**src/design/aats_pkg.sv**
```systemverilog
// Shared types, constants and command structs for the await-aware task scheduler.
package aats_pkg;

    localparam int MAX_TASKS = 16;
    localparam int ID_W      = 5;
    localparam int IDX_W     = $clog2(MAX_TASKS);
    localparam int CNT_W     = $clog2(MAX_TASKS + 1);

    typedef logic [ID_W-1:0] id_t;

    localparam logic [1:0] ST_OK    = 2'd0;
    localparam logic [1:0] ST_EMPTY = 2'd1;
    localparam logic [1:0] ST_FULL  = 2'd2;
    localparam logic [1:0] ST_BADID = 2'd3;

    typedef enum logic [2:0] {
        OP_REGISTER = 3'd0,
        OP_FINISH   = 3'd1,
        OP_FREE     = 3'd2,
        OP_WAIT     = 3'd3,
        OP_CURRENT  = 3'd4,
        OP_NEXT     = 3'd5
    } op_t;

    // deque moves applied to the whole cell row at once
    typedef enum logic [2:0] {
        DQ_HOLD = 3'd0,
        DQ_SHL  = 3'd1,
        DQ_SETF = 3'd2,
        DQ_WRAT = 3'd3,
        DQ_ROT  = 3'd4
    } dq_op_t;

    typedef struct packed {
        dq_op_t           op;
        id_t              val;
        logic [IDX_W-1:0] pos;
    } dq_cmd_t;

    typedef struct packed {
        logic q_clr_en;
        id_t  q_clr_id;
        logic q_set_en;
        id_t  q_set_id;
        logic aw_we;
        id_t  aw_id;
        id_t  aw_val;
    } tk_cmd_t;

    typedef struct packed {
        id_t        cur;
        id_t        nxt;
        logic [1:0] st;
    } res_t;

endpackage

```
**src/design/aats_cell.sv**
```systemverilog
// One scheduler cell: a deque slot plus the awaiter and queued mark of one task.
module aats_cell (
    input  logic                      clk,
    input  logic                      rst_n,
    input  logic [aats_pkg::IDX_W-1:0] slot_idx,
    input  aats_pkg::id_t             task_num,
    input  aats_pkg::dq_cmd_t         dq_cmd,
    input  aats_pkg::tk_cmd_t         tk_cmd,
    input  aats_pkg::id_t             right_slot,
    output aats_pkg::id_t             slot,
    output aats_pkg::id_t             awaiter,
    output logic                      queued
);
    import aats_pkg::*;

    id_t  slot_reg, slot_next;
    id_t  aw_reg, aw_next;
    logic q_reg, q_next;

    always_comb
    begin
        slot_next = slot_reg;
        unique case (dq_cmd.op)
            DQ_HOLD: slot_next = slot_reg;
            DQ_SHL:  slot_next = right_slot;
            DQ_SETF:
            begin
                if (slot_idx == '0)
                    slot_next = dq_cmd.val;
            end
            DQ_WRAT:
            begin
                if (slot_idx == dq_cmd.pos)
                    slot_next = dq_cmd.val;
            end
            DQ_ROT:
            begin
                if (slot_idx == dq_cmd.pos)
                    slot_next = dq_cmd.val;
                else
                    slot_next = right_slot;
            end
            default: slot_next = slot_reg;
        endcase
    end

    // set wins over clear: a task popped and pushed again stays queued
    always_comb
    begin
        q_next  = q_reg;
        aw_next = aw_reg;
        if (tk_cmd.q_clr_en && tk_cmd.q_clr_id == task_num)
            q_next = 1'b0;
        if (tk_cmd.q_set_en && tk_cmd.q_set_id == task_num)
            q_next = 1'b1;
        if (tk_cmd.aw_we && tk_cmd.aw_id == task_num)
            aw_next = tk_cmd.aw_val;
    end

    always_ff @(posedge clk)
    begin
        slot_reg <= slot_next;
    end

    always_ff @(posedge clk or negedge rst_n)
    begin
        if (!rst_n)
        begin
            q_reg  <= 1'b0;
            aw_reg <= '0;
        end
        else
        begin
            q_reg  <= q_next;
            aw_reg <= aw_next;
        end
    end

    assign slot    = slot_reg;
    assign awaiter = aw_reg;
    assign queued  = q_reg;

endmodule

```
**src/design/aats_ctrl.sv**
```systemverilog
// Request decode: turns one opcode into row commands, the new count and the result.
module aats_ctrl (
    input  logic                                        fire,
    input  logic [2:0]                                  opcode,
    input  aats_pkg::id_t                               task_id,
    input  logic [aats_pkg::CNT_W-1:0]                  count,
    input  aats_pkg::id_t                               slot0,
    input  aats_pkg::id_t                               slot1,
    input  aats_pkg::id_t [aats_pkg::MAX_TASKS-1:0]     awaiter_vec,
    input  logic [aats_pkg::MAX_TASKS-1:0]              queued_vec,
    output aats_pkg::dq_cmd_t                           dq_cmd,
    output aats_pkg::tk_cmd_t                           tk_cmd,
    output logic [aats_pkg::CNT_W-1:0]                  count_next,
    output aats_pkg::res_t                              result
);
    import aats_pkg::*;

    localparam id_t             MAX_ID  = ID_W'(MAX_TASKS);
    localparam logic [CNT_W-1:0] CNT_MAX = CNT_W'(MAX_TASKS);
    localparam logic [CNT_W-1:0] CNT_ONE = CNT_W'(1);

    id_t              front, tid_m1, cur_m1, par, par_m1;
    logic [IDX_W-1:0] q_addr;
    logic [CNT_W-1:0] cnt_m1;
    logic             id_ok, par_ok, q_rd, q_par, q_tid, empty, multi;

    always_comb
    begin
        empty  = (count == '0);
        multi  = (count > CNT_ONE);
        front  = empty ? '0 : slot0;
        cnt_m1 = count - CNT_ONE;
        tid_m1 = task_id - ID_W'(1);
        cur_m1 = slot0 - ID_W'(1);
        id_ok  = (task_id != '0) && (task_id <= MAX_ID);
        par    = awaiter_vec[cur_m1[IDX_W-1:0]];
        par_m1 = par - ID_W'(1);
        par_ok = (par != '0) && (par <= MAX_ID);
        // one queued lookup per request: the parent for finish, the task otherwise
        q_addr = (opcode == OP_FINISH) ? par_m1[IDX_W-1:0] : tid_m1[IDX_W-1:0];
        q_rd   = queued_vec[q_addr];
        // marks as seen after the front task has been popped
        q_par  = q_rd && (par != slot0);
        q_tid  = q_rd && (task_id != slot0);

        dq_cmd     = '{op: DQ_HOLD, val: '0, pos: '0};
        tk_cmd     = '0;
        count_next = count;
        result     = '{cur: front, nxt: front, st: ST_OK};

        unique case (op_t'(opcode))
            OP_REGISTER:
            begin
                if (!id_ok)
                    result.st = ST_BADID;
                else if (count >= CNT_MAX)
                    result.st = ST_FULL;
                else
                begin
                    dq_cmd          = '{op: DQ_WRAT, val: task_id, pos: count[IDX_W-1:0]};
                    count_next      = count + CNT_ONE;
                    tk_cmd.q_set_en = 1'b1;
                    tk_cmd.q_set_id = task_id;
                    tk_cmd.aw_we    = 1'b1;
                    tk_cmd.aw_id    = task_id;
                    tk_cmd.aw_val   = '0;
                    result.cur      = empty ? task_id : slot0;
                    result.nxt      = empty ? task_id : slot0;
                end
            end
            OP_FINISH:
            begin
                if (empty)
                    result = '{cur: '0, nxt: '0, st: ST_EMPTY};
                else
                begin
                    result.cur      = slot0;
                    tk_cmd.q_clr_en = 1'b1;
                    tk_cmd.q_clr_id = slot0;
                    if (par_ok && !q_par)
                    begin
                        // pop and resume the parent in the same slot
                        tk_cmd.q_set_en = 1'b1;
                        tk_cmd.q_set_id = par;
                        dq_cmd          = '{op: DQ_SETF, val: par, pos: '0};
                        result.nxt      = par;
                    end
                    else
                    begin
                        dq_cmd     = '{op: DQ_SHL, val: '0, pos: '0};
                        count_next = cnt_m1;
                        result.nxt = multi ? slot1 : '0;
                        if (!multi)
                            result.st = ST_EMPTY;
                    end
                end
            end
            OP_FREE:
            begin
                if (!id_ok || q_rd)
                    result.st = ST_BADID;
                else
                begin
                    tk_cmd.q_clr_en = 1'b1;
                    tk_cmd.q_clr_id = task_id;
                    tk_cmd.aw_we    = 1'b1;
                    tk_cmd.aw_id    = task_id;
                    tk_cmd.aw_val   = '0;
                end
            end
            OP_WAIT:
            begin
                if (!id_ok)
                    result.st = ST_BADID;
                else if (empty)
                    result = '{cur: '0, nxt: '0, st: ST_EMPTY};
                else
                begin
                    result.cur      = slot0;
                    tk_cmd.q_clr_en = 1'b1;
                    tk_cmd.q_clr_id = slot0;
                    tk_cmd.aw_we    = 1'b1;
                    tk_cmd.aw_id    = task_id;
                    tk_cmd.aw_val   = slot0;
                    if (!q_tid)
                    begin
                        tk_cmd.q_set_en = 1'b1;
                        tk_cmd.q_set_id = task_id;
                        dq_cmd          = '{op: DQ_SETF, val: task_id, pos: '0};
                        result.nxt      = task_id;
                    end
                    else
                    begin
                        dq_cmd     = '{op: DQ_SHL, val: '0, pos: '0};
                        count_next = cnt_m1;
                        result.nxt = multi ? slot1 : '0;
                    end
                end
            end
            OP_CURRENT:
            begin
                if (empty)
                    result = '{cur: '0, nxt: '0, st: ST_EMPTY};
            end
            OP_NEXT:
            begin
                if (empty)
                    result = '{cur: '0, nxt: '0, st: ST_EMPTY};
                else
                begin
                    dq_cmd     = '{op: DQ_ROT, val: slot0, pos: cnt_m1[IDX_W-1:0]};
                    result.cur = slot0;
                    result.nxt = multi ? slot1 : slot0;
                end
            end
            default:
            begin
                result = '{cur: front, nxt: front, st: ST_OK};
            end
        endcase

        if (!fire)
        begin
            dq_cmd     = '{op: DQ_HOLD, val: '0, pos: '0};
            tk_cmd     = '0;
            count_next = count;
        end
    end

endmodule

```
**src/design/await_aware_task_scheduler.sv**
```systemverilog
// Top level of the await-aware task scheduler: cell row, control and result register.
// One request is taken per cycle and its result appears in the output register on the
// next cycle; with the result side draining, the block sustains one request per clock.
// The ready deque lives in a row of cells, one slot each, with the front in the first
// cell: pops, resumes at the front, pushes at the back and rotations are all done by
// every cell loading from its right neighbor or from the request value.
// Each cell also holds the awaiter and queued mark of one task; the one awaiter lookup
// and the one queued lookup of a request are selects across the row. Requests are held
// off only while an unread result sits in the output register. No clearing pass.
module await_aware_task_scheduler (
    input  logic                clk,
    input  logic                rst_n,
    input  logic                in_valid,
    output logic                in_stall,
    input  logic [2:0]          opcode,
    input  aats_pkg::id_t       task_id,
    output logic                out_valid,
    input  logic                out_stall,
    output aats_pkg::id_t       cur_task,
    output aats_pkg::id_t       nxt_task,
    output logic [1:0]          status
);
    import aats_pkg::*;

    logic                       fire;
    logic [CNT_W-1:0]           count_reg, count_next;
    logic                       out_valid_reg, out_valid_next;
    res_t                       res_reg, res;
    dq_cmd_t                    dq_cmd;
    tk_cmd_t                    tk_cmd;
    id_t [MAX_TASKS-1:0]        slot_vec;
    id_t [MAX_TASKS-1:0]        right_vec;
    id_t [MAX_TASKS-1:0]        awaiter_vec;
    logic [MAX_TASKS-1:0]       queued_vec;

    assign in_stall = out_valid_reg && out_stall;
    assign fire     = in_valid && !in_stall;

    aats_ctrl u_ctrl (
        .fire        (fire),
        .opcode      (opcode),
        .task_id     (task_id),
        .count       (count_reg),
        .slot0       (slot_vec[0]),
        .slot1       (slot_vec[1]),
        .awaiter_vec (awaiter_vec),
        .queued_vec  (queued_vec),
        .dq_cmd      (dq_cmd),
        .tk_cmd      (tk_cmd),
        .count_next  (count_next),
        .result      (res)
    );

    genvar gi;
    generate
        for (gi = 0; gi < MAX_TASKS; gi++)
        begin : g_cell
            if (gi == MAX_TASKS - 1)
            begin : g_last
                assign right_vec[gi] = '0;
            end
            else
            begin : g_mid
                assign right_vec[gi] = slot_vec[gi+1];
            end

            aats_cell u_cell (
                .clk        (clk),
                .rst_n      (rst_n),
                .slot_idx   (IDX_W'(gi)),
                .task_num   (ID_W'(gi + 1)),
                .dq_cmd     (dq_cmd),
                .tk_cmd     (tk_cmd),
                .right_slot (right_vec[gi]),
                .slot       (slot_vec[gi]),
                .awaiter    (awaiter_vec[gi]),
                .queued     (queued_vec[gi])
            );
        end
    endgenerate

    always_comb
    begin
        out_valid_next = out_valid_reg;
        if (fire)
            out_valid_next = 1'b1;
        else if (out_valid_reg && !out_stall)
            out_valid_next = 1'b0;
    end

    always_ff @(posedge clk or negedge rst_n)
    begin
        if (!rst_n)
        begin
            count_reg     <= '0;
            out_valid_reg <= 1'b0;
        end
        else
        begin
            count_reg     <= count_next;
            out_valid_reg <= out_valid_next;
        end
    end

    always_ff @(posedge clk)
    begin
        if (fire)
            res_reg <= res;
    end

    assign out_valid = out_valid_reg;
    assign cur_task  = res_reg.cur;
    assign nxt_task  = res_reg.nxt;
    assign status    = res_reg.st;

    a_count_range: assert property (@(posedge clk) disable iff (!rst_n)
        count_reg <= CNT_W'(MAX_TASKS))
        else $error("deque count above capacity");

    a_full_holds: assert property (@(posedge clk) disable iff (!rst_n)
        fire && res.st == ST_FULL |=> $stable(count_reg))
        else $error("full register changed the deque count");

    a_result_loaded: assert property (@(posedge clk) disable iff (!rst_n)
        fire |=> out_valid_reg && res_reg == $past(res))
        else $error("accepted request did not load its result");

    a_ok_empty: assert property (@(posedge clk) disable iff (!rst_n)
        out_valid_reg && status == ST_OK && nxt_task == '0 |-> count_reg == '0)
        else $error("ok result with no next task but deque not empty");

endmodule

```
**config.mk**
```make
export PLATFORM = sky130hd
export DESIGN_NAME = await_aware_task_scheduler
export DESIGN_NICKNAME = d
export VERILOG_FILES = /design/src/design/aats_pkg.sv /design/src/design/aats_cell.sv /design/src/design/aats_ctrl.sv /design/src/design/await_aware_task_scheduler.sv
export SDC_FILE = /design/constraint.sdc
export NUM_CORES = 1
export LEC_CHECK = 0
export BUFFER_PORTS_ARGS = -buffer_cell sky130_fd_sc_hd__buf_2
export CAP_MARGIN = 15
export CORE_MARGIN = 2
export CORE_UTILIZATION = 41
export DETAILED_ROUTE_END_ITERATION = 6
export GPL_TIMING_DRIVEN = 0
export MAX_ROUTING_LAYER = met4
export SLEW_MARGIN = 20
export SYNTH_ARGS = -nofsm -noshare
export SYNTH_HDL_FRONTEND = slang
export SYNTH_HIERARCHICAL = 1
export SYNTH_SLANG_ARGS = --single-unit
```
**constraint.sdc**
```tcl
create_clock -name clk -period 12.25 [get_ports clk]
set_clock_uncertainty 0.15 [all_clocks]
set_input_delay 0.6125 -clock clk [delete_from_list [all_inputs] [get_ports clk]]
set_output_delay 0.6125 -clock clk [all_outputs]
set_load 0.02 [all_outputs]
```
==> flow_summary.json, run 1 <==
{
  "critical-path-slowest-cell": "sky130_fd_sc_hd__and2_1",
  "yosys-top-cells-area": "sky130_fd_sc_hd__edfxtp_1 17%, sky130_fd_sc_hd__dfrtp_1 16%, sky130_fd_sc_hd__xor2_1 11%",
  "maxSlewViolCount": 0,
  "sinks_on_clock_net": 194,
  "timing.critical_path.arrival_ns": 8.50,
  "start_util_pct": 41.3,
  "fin_hold_ws_ns": 0.219,
  "grt_pass1_vias": 12900,
  "post-synth-top-area-cell": "sky130_fd_sc_hd__edfxtp_1",
  "critPathLaunch": "g_cell[0].u_cell/slot[0]",
  "insertion_delay_of_the_later_clocked_pin_in_the_worst_skew_pair_ns": 0.44,
  "worst-path-buf-inv": 8,
  "max_clock_freq_ghz": 0.120,
  "final_antenna_net_count": 0,
  "detail_route.iter0.violations": 896,
  "mappedNetlistArea_um2": 16300,
  "grt_overflow_total": 0,
  "area_delta_synth_final_pct": 21.0,
  "synth.lib_cells_used.distinct": 79,
  "floorplan.die_area_um2": 41400,
  "synth.ff_latch_count": 194,
  "critical_path.endpoint_type": "flop",
  "first_pass_grt_wire_length_um": 68700,
  "critical_path_class": "reg -> reg",
  "drt-vias-per-instance": 5.10,
  "tightestPinTransition_ns": 1.13,
  "finalWeightedCongestion": 0.935,
  "timing.critical_path.fanout_max": 20,
  "setup_viol_count_final": 0,
  "drt-total-wl_um": 42400,
  "ctsHoldBuffers": 1,
  "tritoncts": "built",
  "drt_first_pass_iters": 6,
  "antenna_found_initial": 3,
  "die-height_um": 204,
  "final.period_utilization_pct": 67.9,
  "clockBufferDepth": 2,
  "rr_startpoint": "g_cell[0].u_cell/slot[0]",
  "nets": 2089,
  "pin_count_of_the_biggest_net_entering_global_routing": 59,
  "io_buffers": 19,
  "rows": 73,
  "cts_inserted_buffers": 17,
  "critPathLaunchType": "flop",
  "postCtsSetupBuffers": 0,
  "critPathMostFrequentCell": "sky130_fd_sc_hd__mux2i_1",
  "die-width_um": 204,
  "share_of_synthesized_area_occupied_by_flip_flops_and_latches_pct": 32.5,
  "core_area_um2": 39500,
  "synth_area_per_cell_um2": 9.99,
  "max_cap_viol_count": 0,
  "hold_class": "in -> reg",
  "hold_viol_final": 0,
  "yosysWarnings": 6,
  "power.static_leakage_nw": 8.26,
  "synth-edff-count": 92,
  "cp.required_ns": 12.43,
  "wl_per_cell_um": 16.2,
  "vias": 13300,
  "grt_setup_unrepaired": "false",
  "irDropWorstVdd_v": 0.0000744,
  "timing.critical_path.slowest_cell_delay_ns": 0.80,
  "drive_gt1_share_pct": 16.6,
  "cts_root_buf": "sky130_fd_sc_hd__clkbuf_16",
  "syn_inst": 1635,
  "detail_route.drc_violations": 0,
  "cell_area_placed_um2": 19100,
  "status": "completed",
  "hold_path_origin": "in_valid",
  "worst_path_dominant_cell_family": "simple AND/OR/NAND/NOR gates",
  "total_non_filler_cell_area_in_the_finished_layout_um2": 19800,
  "ctsResizeCount": 0,
  "worst_slew_margin_rel_pct": 24.5,
  "cts-htree-levels": 4,
  "final.min_clock_period_ns": 8.31,
  "yosysTopAreaCellShare_pct": 16.9,
  "cts.reportedPaths.clkPinSlew_ns": 0.08,
  "design.portCount": 26,
  "post-dp-hpwl_um": 31400,
  "global_router_s_overall_resource_usage_pct": 21.4,
  "final_core_util_pct": 50.0,
  "synth_async_sr_flop_share_pct": 52.6,
  "dominantRegCellSynth": "sky130_fd_sc_hd__dfrtp_1",
  "power_per_cell_area_nw_per_um2": 88.2
}
-- logic make-up after synthesis --
family | synth area share [%]
and+or+nand+nor | 17.3
adders and majority gates | 0.460
buffers and inverters | 2.51
AOI/OAI and AO/OA | 11.9
DFF | 32.5
muxes | 18.1
other | 0.0460
xor gates and xnor gates | 17.2
-- cell type report --
class | count | area [µm²]
inverters | 13 | 48.8
clock buffers | 17 | 425
clock inverters | 15 | 163
fillers | 3670 | 19800
repair buffers | 46 | 581
diodes | 4 | 10.0
multi-input cells | 1753 | 12200
well taps | 525 | 657
flip-flops and latches | 194 | 5320
plain buffers | 46 | 362
-- layer usage --
layer	track usage, %	routed length [µm]
met4	5.53	601
met5	-	0
met2	35.7	20700
met1	27.2	19400
met3	3.07	1760
-- synthesized netlist by cell type (14+ instances only) --
master,instances
sky130_fd_sc_hd__nand2_1,312
sky130_fd_sc_hd__xor2_1,198
sky130_fd_sc_hd__xnor2_1,120
sky130_fd_sc_hd__dfrtp_1,102
sky130_fd_sc_hd__edfxtp_1,92
sky130_fd_sc_hd__o211ai_1,86
sky130_fd_sc_hd__mux2_2,84
sky130_fd_sc_hd__mux2_4,83
sky130_fd_sc_hd__nor4_1,67
sky130_fd_sc_hd__nor2_1,40
sky130_fd_sc_hd__o21ai_0,35
sky130_fd_sc_hd__nand3_1,32
sky130_fd_sc_hd__a31oi_1,28
sky130_fd_sc_hd__mux2i_1,26
sky130_fd_sc_hd__a21oi_1,24
sky130_fd_sc_hd__nand4_1,20
sky130_fd_sc_hd__nor2b_1,20
sky130_fd_sc_hd__and3_1,19
sky130_fd_sc_hd__nand2b_1,19
sky130_fd_sc_hd__a211o_1,17
sky130_fd_sc_hd__buf_6,17
sky130_fd_sc_hd__nor3b_2,17
sky130_fd_sc_hd__a32o_1,16
sky130_fd_sc_hd__nor3_1,14
-- metrics by stage --
stage	cells	power (mW)	TNS (ns)	worst slack, ns
3_5_place_dp	2576	1.18	0	3.98
4_1_cts	2609	1.75	0	3.96
3_3_place_gp	2550	1.16	-6.42	-0.212
6_report	2613	1.74	0	3.94
2_1_floorplan	2006	1.06	0	3.42
5_1_grt	2612	1.83	0	3.44
-- cells in the final DEF, fill, tap and decap left out, drive strengths merged, types with 17 or more instances in the layout --
cell,instances
conb,373
nand2,313
xor2,199
mux2,167
xnor2,120
dfrtp,102
edfxtp,92
o211ai,86
buf,78
nor4,69
nor2,40
o21ai,36
nand3,32
clkbuf,30
a31oi,28
mux2i,27
a21oi,25
inv,21
nand4,20
nor2b,20
mux4,20
nand2b,19
and3,19
nor3b,18
a211o,17
-- worst paths after layout --
kind | to | slack (ns) | cells past startpoint
worst max-delay path | g_cell[14].u_cell/awaiter[3] | 3.94 | 25
worst min-delay path | out_valid | 0.22 | 2
worst max register to register | g_cell[14].u_cell/awaiter[3] | 3.94 | 25
worst min register to register | g_cell[5].u_cell/queued | 0.35 | 1
max in group asynchronous | out_valid | 10.79 | 3
min in group asynchronous | g_cell[1].u_cell/awaiter[1] | 0.52 | 2
-- where the power goes --
part | total (mW) | switching (mW) | leakage (nW) | internal (mW)
sequential | 0.735 | 0.0171 | 2.24 | 0.718
clock | 0.570 | 0.278 | 0.290 | 0.291
combinational | 0.438 | 0.276 | 5.73 | 0.163
total | 1.74 | 0.571 | 8.26 | 1.17
No activity file was read; power rests on OpenSTA's default activity.
==> run 2: changes to the inputs <==
Clock period 12.25 ns to 8.1 ns, I/O delays scaled along.
==> run 2 against run 1 <==
Total power up 50%. Largest cell class unchanged. Critical path type unchanged. Setup slack worse by 3.5 ns. Via count up 0.43%. Die area did not move. Count of clock-buffer cells in the layout increased by 1. Utilization about the same. Register-to-register slack got worse by 3.5 ns. Maximum frequency increased by 9.0%. Worst hold slack got worse by 0.18 ns. Routed wire length hardly changed.
==> flow_summary.json, run 2 (same netlist as run 1, synthesis figures left out) <==
{
  "comb_power_share_pct": 25.4,
  "critPathMostFrequentCell": "sky130_fd_sc_hd__mux2i_1",
  "rr_worst_depth": 24,
  "worst_slew_margin_rel_pct": 32.7,
  "power_per_cell_area_nw_per_um2": 133,
  "maxSlewViolCount": 0,
  "timing.critical_path.depth": 24,
  "detail_route.iter0.violations": 856,
  "first_pass_grt_wire_length_um": 69300,
  "vias": 13400,
  "io_buffers": 19,
  "hold_viol_final": 0,
  "power.sequential.fraction_pct": 42.4,
  "pin_count_of_the_biggest_net_entering_global_routing": 61,
  "power.clock.fraction_pct": 32.3,
  "insertion_delay_of_the_later_clocked_pin_in_the_worst_skew_pair_ns": 0.45,
  "antenna_found_initial": 1,
  "wl_per_cell_um": 16.3,
  "fin_cells": 2610,
  "worst-path-buf-inv": 7,
  "core_area_um2": 39500,
  "commonest_cells_after_routing_fill_and_taps_aside": "373 x sky130_fd_sc_hd__conb_1, 312 x sky130_fd_sc_hd__nand2_1, 198 x sky130_fd_sc_hd__xor2_1",
  "drt_first_pass_iters": 5,
  "critical_path_class": "reg -> reg",
  "die-height_um": 204,
  "grt_overflow_total": 0,
  "numPlacedInstances": 2576,
  "critPathLaunchType": "flop",
  "rr_endpoint": "g_cell[13].u_cell/awaiter[2]",
  "final_core_util_pct": 50.0,
  "irDropWorstVdd_v": 0.000137,
  "floorplan.die_area_um2": 41400,
  "sinks_on_clock_net": 194,
  "hold_class": "in -> reg",
  "critical_path.endpoint_type": "flop",
  "grt_setup_unrepaired": "false",
  "swShare_pct": 32.5,
  "critPathLaunch": "g_cell[0].u_cell/slot[0]",
  "max_cap_viol_count": 0,
  "detail_route.drc_violations": 0,
  "mostFrequentLayoutCell": "sky130_fd_sc_hd__conb_1",
  "rr_startpoint": "g_cell[0].u_cell/slot[0]",
  "timing.critical_path.cells": "buf_6, buf_12, buf_12, inv_1, ha_1, xor2_1, buf_4, mux2i_1, mux2i_1, mux2_4, inv_1, ha_1, mux2i_1, mux2i_1, mux2i_1, mux2i_4, nor4_4, o31a_4, and2_2, xor2_1, nor4_1, and3_1, buf_6, mux2_4",
  "setup.worst_path.end": "g_cell[13].u_cell/awaiter[2]",
  "r2r_setup_slack_ns": 0.48,
  "power.static_leakage_nw": 8.26,
  "timing.critical_path.arrival_ns": 7.81,
  "status": "completed",
  "worst_path_dominant_cell_family": "multiplexers",
  "critical-path-slowest-cell": "sky130_fd_sc_hd__nor4_4",
  "drt-total-wl_um": 42400,
  "cts.reportedPaths.clkPinSlew_ns": 0.07,
  "finalWeightedCongestion": 0.942,
  "rows": 73,
  "post-dp-hpwl_um": 31100,
  "p_sw_uw": 852,
  "clockBufferDepth": 2,
  "postCtsSetupBuffers": 0,
  "cp.required_ns": 8.29,
  "intPower_mw": 1.77,
  "timing.critical_path.fanout_max": 20,
  "drt-vias-per-instance": 5.13,
  "final.min_clock_period_ns": 7.62,
  "grt_pass1_vias": 13200,
  "tightestPinTransition_ns": 1.01,
  "drive_gt1_share_pct": 16.8,
  "design.portCount": 26,
  "start_util_pct": 41.3,
  "final.period_utilization_pct": 94.1,
  "nets": 2089,
  "area_delta_synth_final_pct": 21.0,
  "die-width_um": 204,
  "timing.critical_path.slowest_cell_delay_ns": 0.64,
  "max_clock_freq_ghz": 0.131,
  "tritoncts": "built",
  "cts_root_buf": "sky130_fd_sc_hd__clkbuf_16",
  "cts-htree-levels": 4,
  "final_antenna_net_count": 0,
  "cts_inserted_buffers": 17,
  "global_router_s_overall_resource_usage_pct": 21.6,
  "setup_viol_count_final": 0
}
run 2: cell types whose count changed in the layout (fill, tap and decap cells not counted), sizes merged:
cell,delta
clkbuf,+1
dlygate4sd3,+1
inv,-2
clkinv,+1
diode,-3
buf,-1
run 2: power groups by stage:
stage          Clock, mW  Combinational (mW)  Sequential (mW)
3_3_place_gp           0               0.619             1.13
4_1_cts            0.867               0.654             1.11
3_5_place_dp           0               0.651             1.13
2_1_floorplan          0               0.466             1.14
6_report           0.845               0.665             1.11
5_1_grt            0.906               0.731             1.12
run 2: worst min-delay path by stage:
stage / start / endpoint / slack [ns] / cells after the start
2_1_floorplan: rst_n / count_reg[0] / -0.04 / 0
3_3_place_gp: g_cell[2].u_cell/queued / g_cell[2].u_cell/queued / 0.32 / 1
3_5_place_dp: rst_n / g_cell[1].u_cell/awaiter[1] / 0.21 / 1
4_1_cts: out_stall / out_valid / 0.02 / 2
5_1_grt: out_stall / out_valid / 0.03 / 2
6_report: out_stall / out_valid / 0.04 / 2
run 2: timing repair:
action                                 4_1_cts  5_1_grt
setup endpoints to repair                   36       96
cloned                                       0        0
hold buffers                                 2        0
endpoints found under the hold margin       43        0
gates resized for setup                      2        4
run 2: layout make-up:
cell class / count / area (µm²)
diodes: 1 / 2.50
flip-flops and latches: 194 / 5320
clock inverters: 14 / 149
clock buffers: 18 / 429
repair buffers: 47 / 603
fillers: 3684 / 19800
inverters: 13 / 48.8
plain buffers: 45 / 358
multi-input cells: 1753 / 12200
well taps: 525 / 657
run 2: metrics by stage:
step	hold slack [ns]	power [mW]	TNS, ns	worst slack, ns	area (µm²)
6_report	0.0441	2.62	0	0.475	19800
5_1_grt	0.0320	2.75	0	0.0227	19800
4_1_cts	0.0235	2.63	0	0.0556	19800
3_5_place_dp	0.209	1.78	-0.148	-0.0325	19200
3_3_place_gp	0.323	1.75	-288.18	-1.86	18500
2_1_floorplan	-0.0406	1.60	0	0.640	17700
run 2: metal layers:
metal	GRT usage (%)	vias to the layer above	part of all wire [%]
met4	7.92	0	2.7
met2	35.2	326	48
met1	26.9	6445	45
met3	3.85	71	5.0
li1	-	6536	-
met5	-	-	0
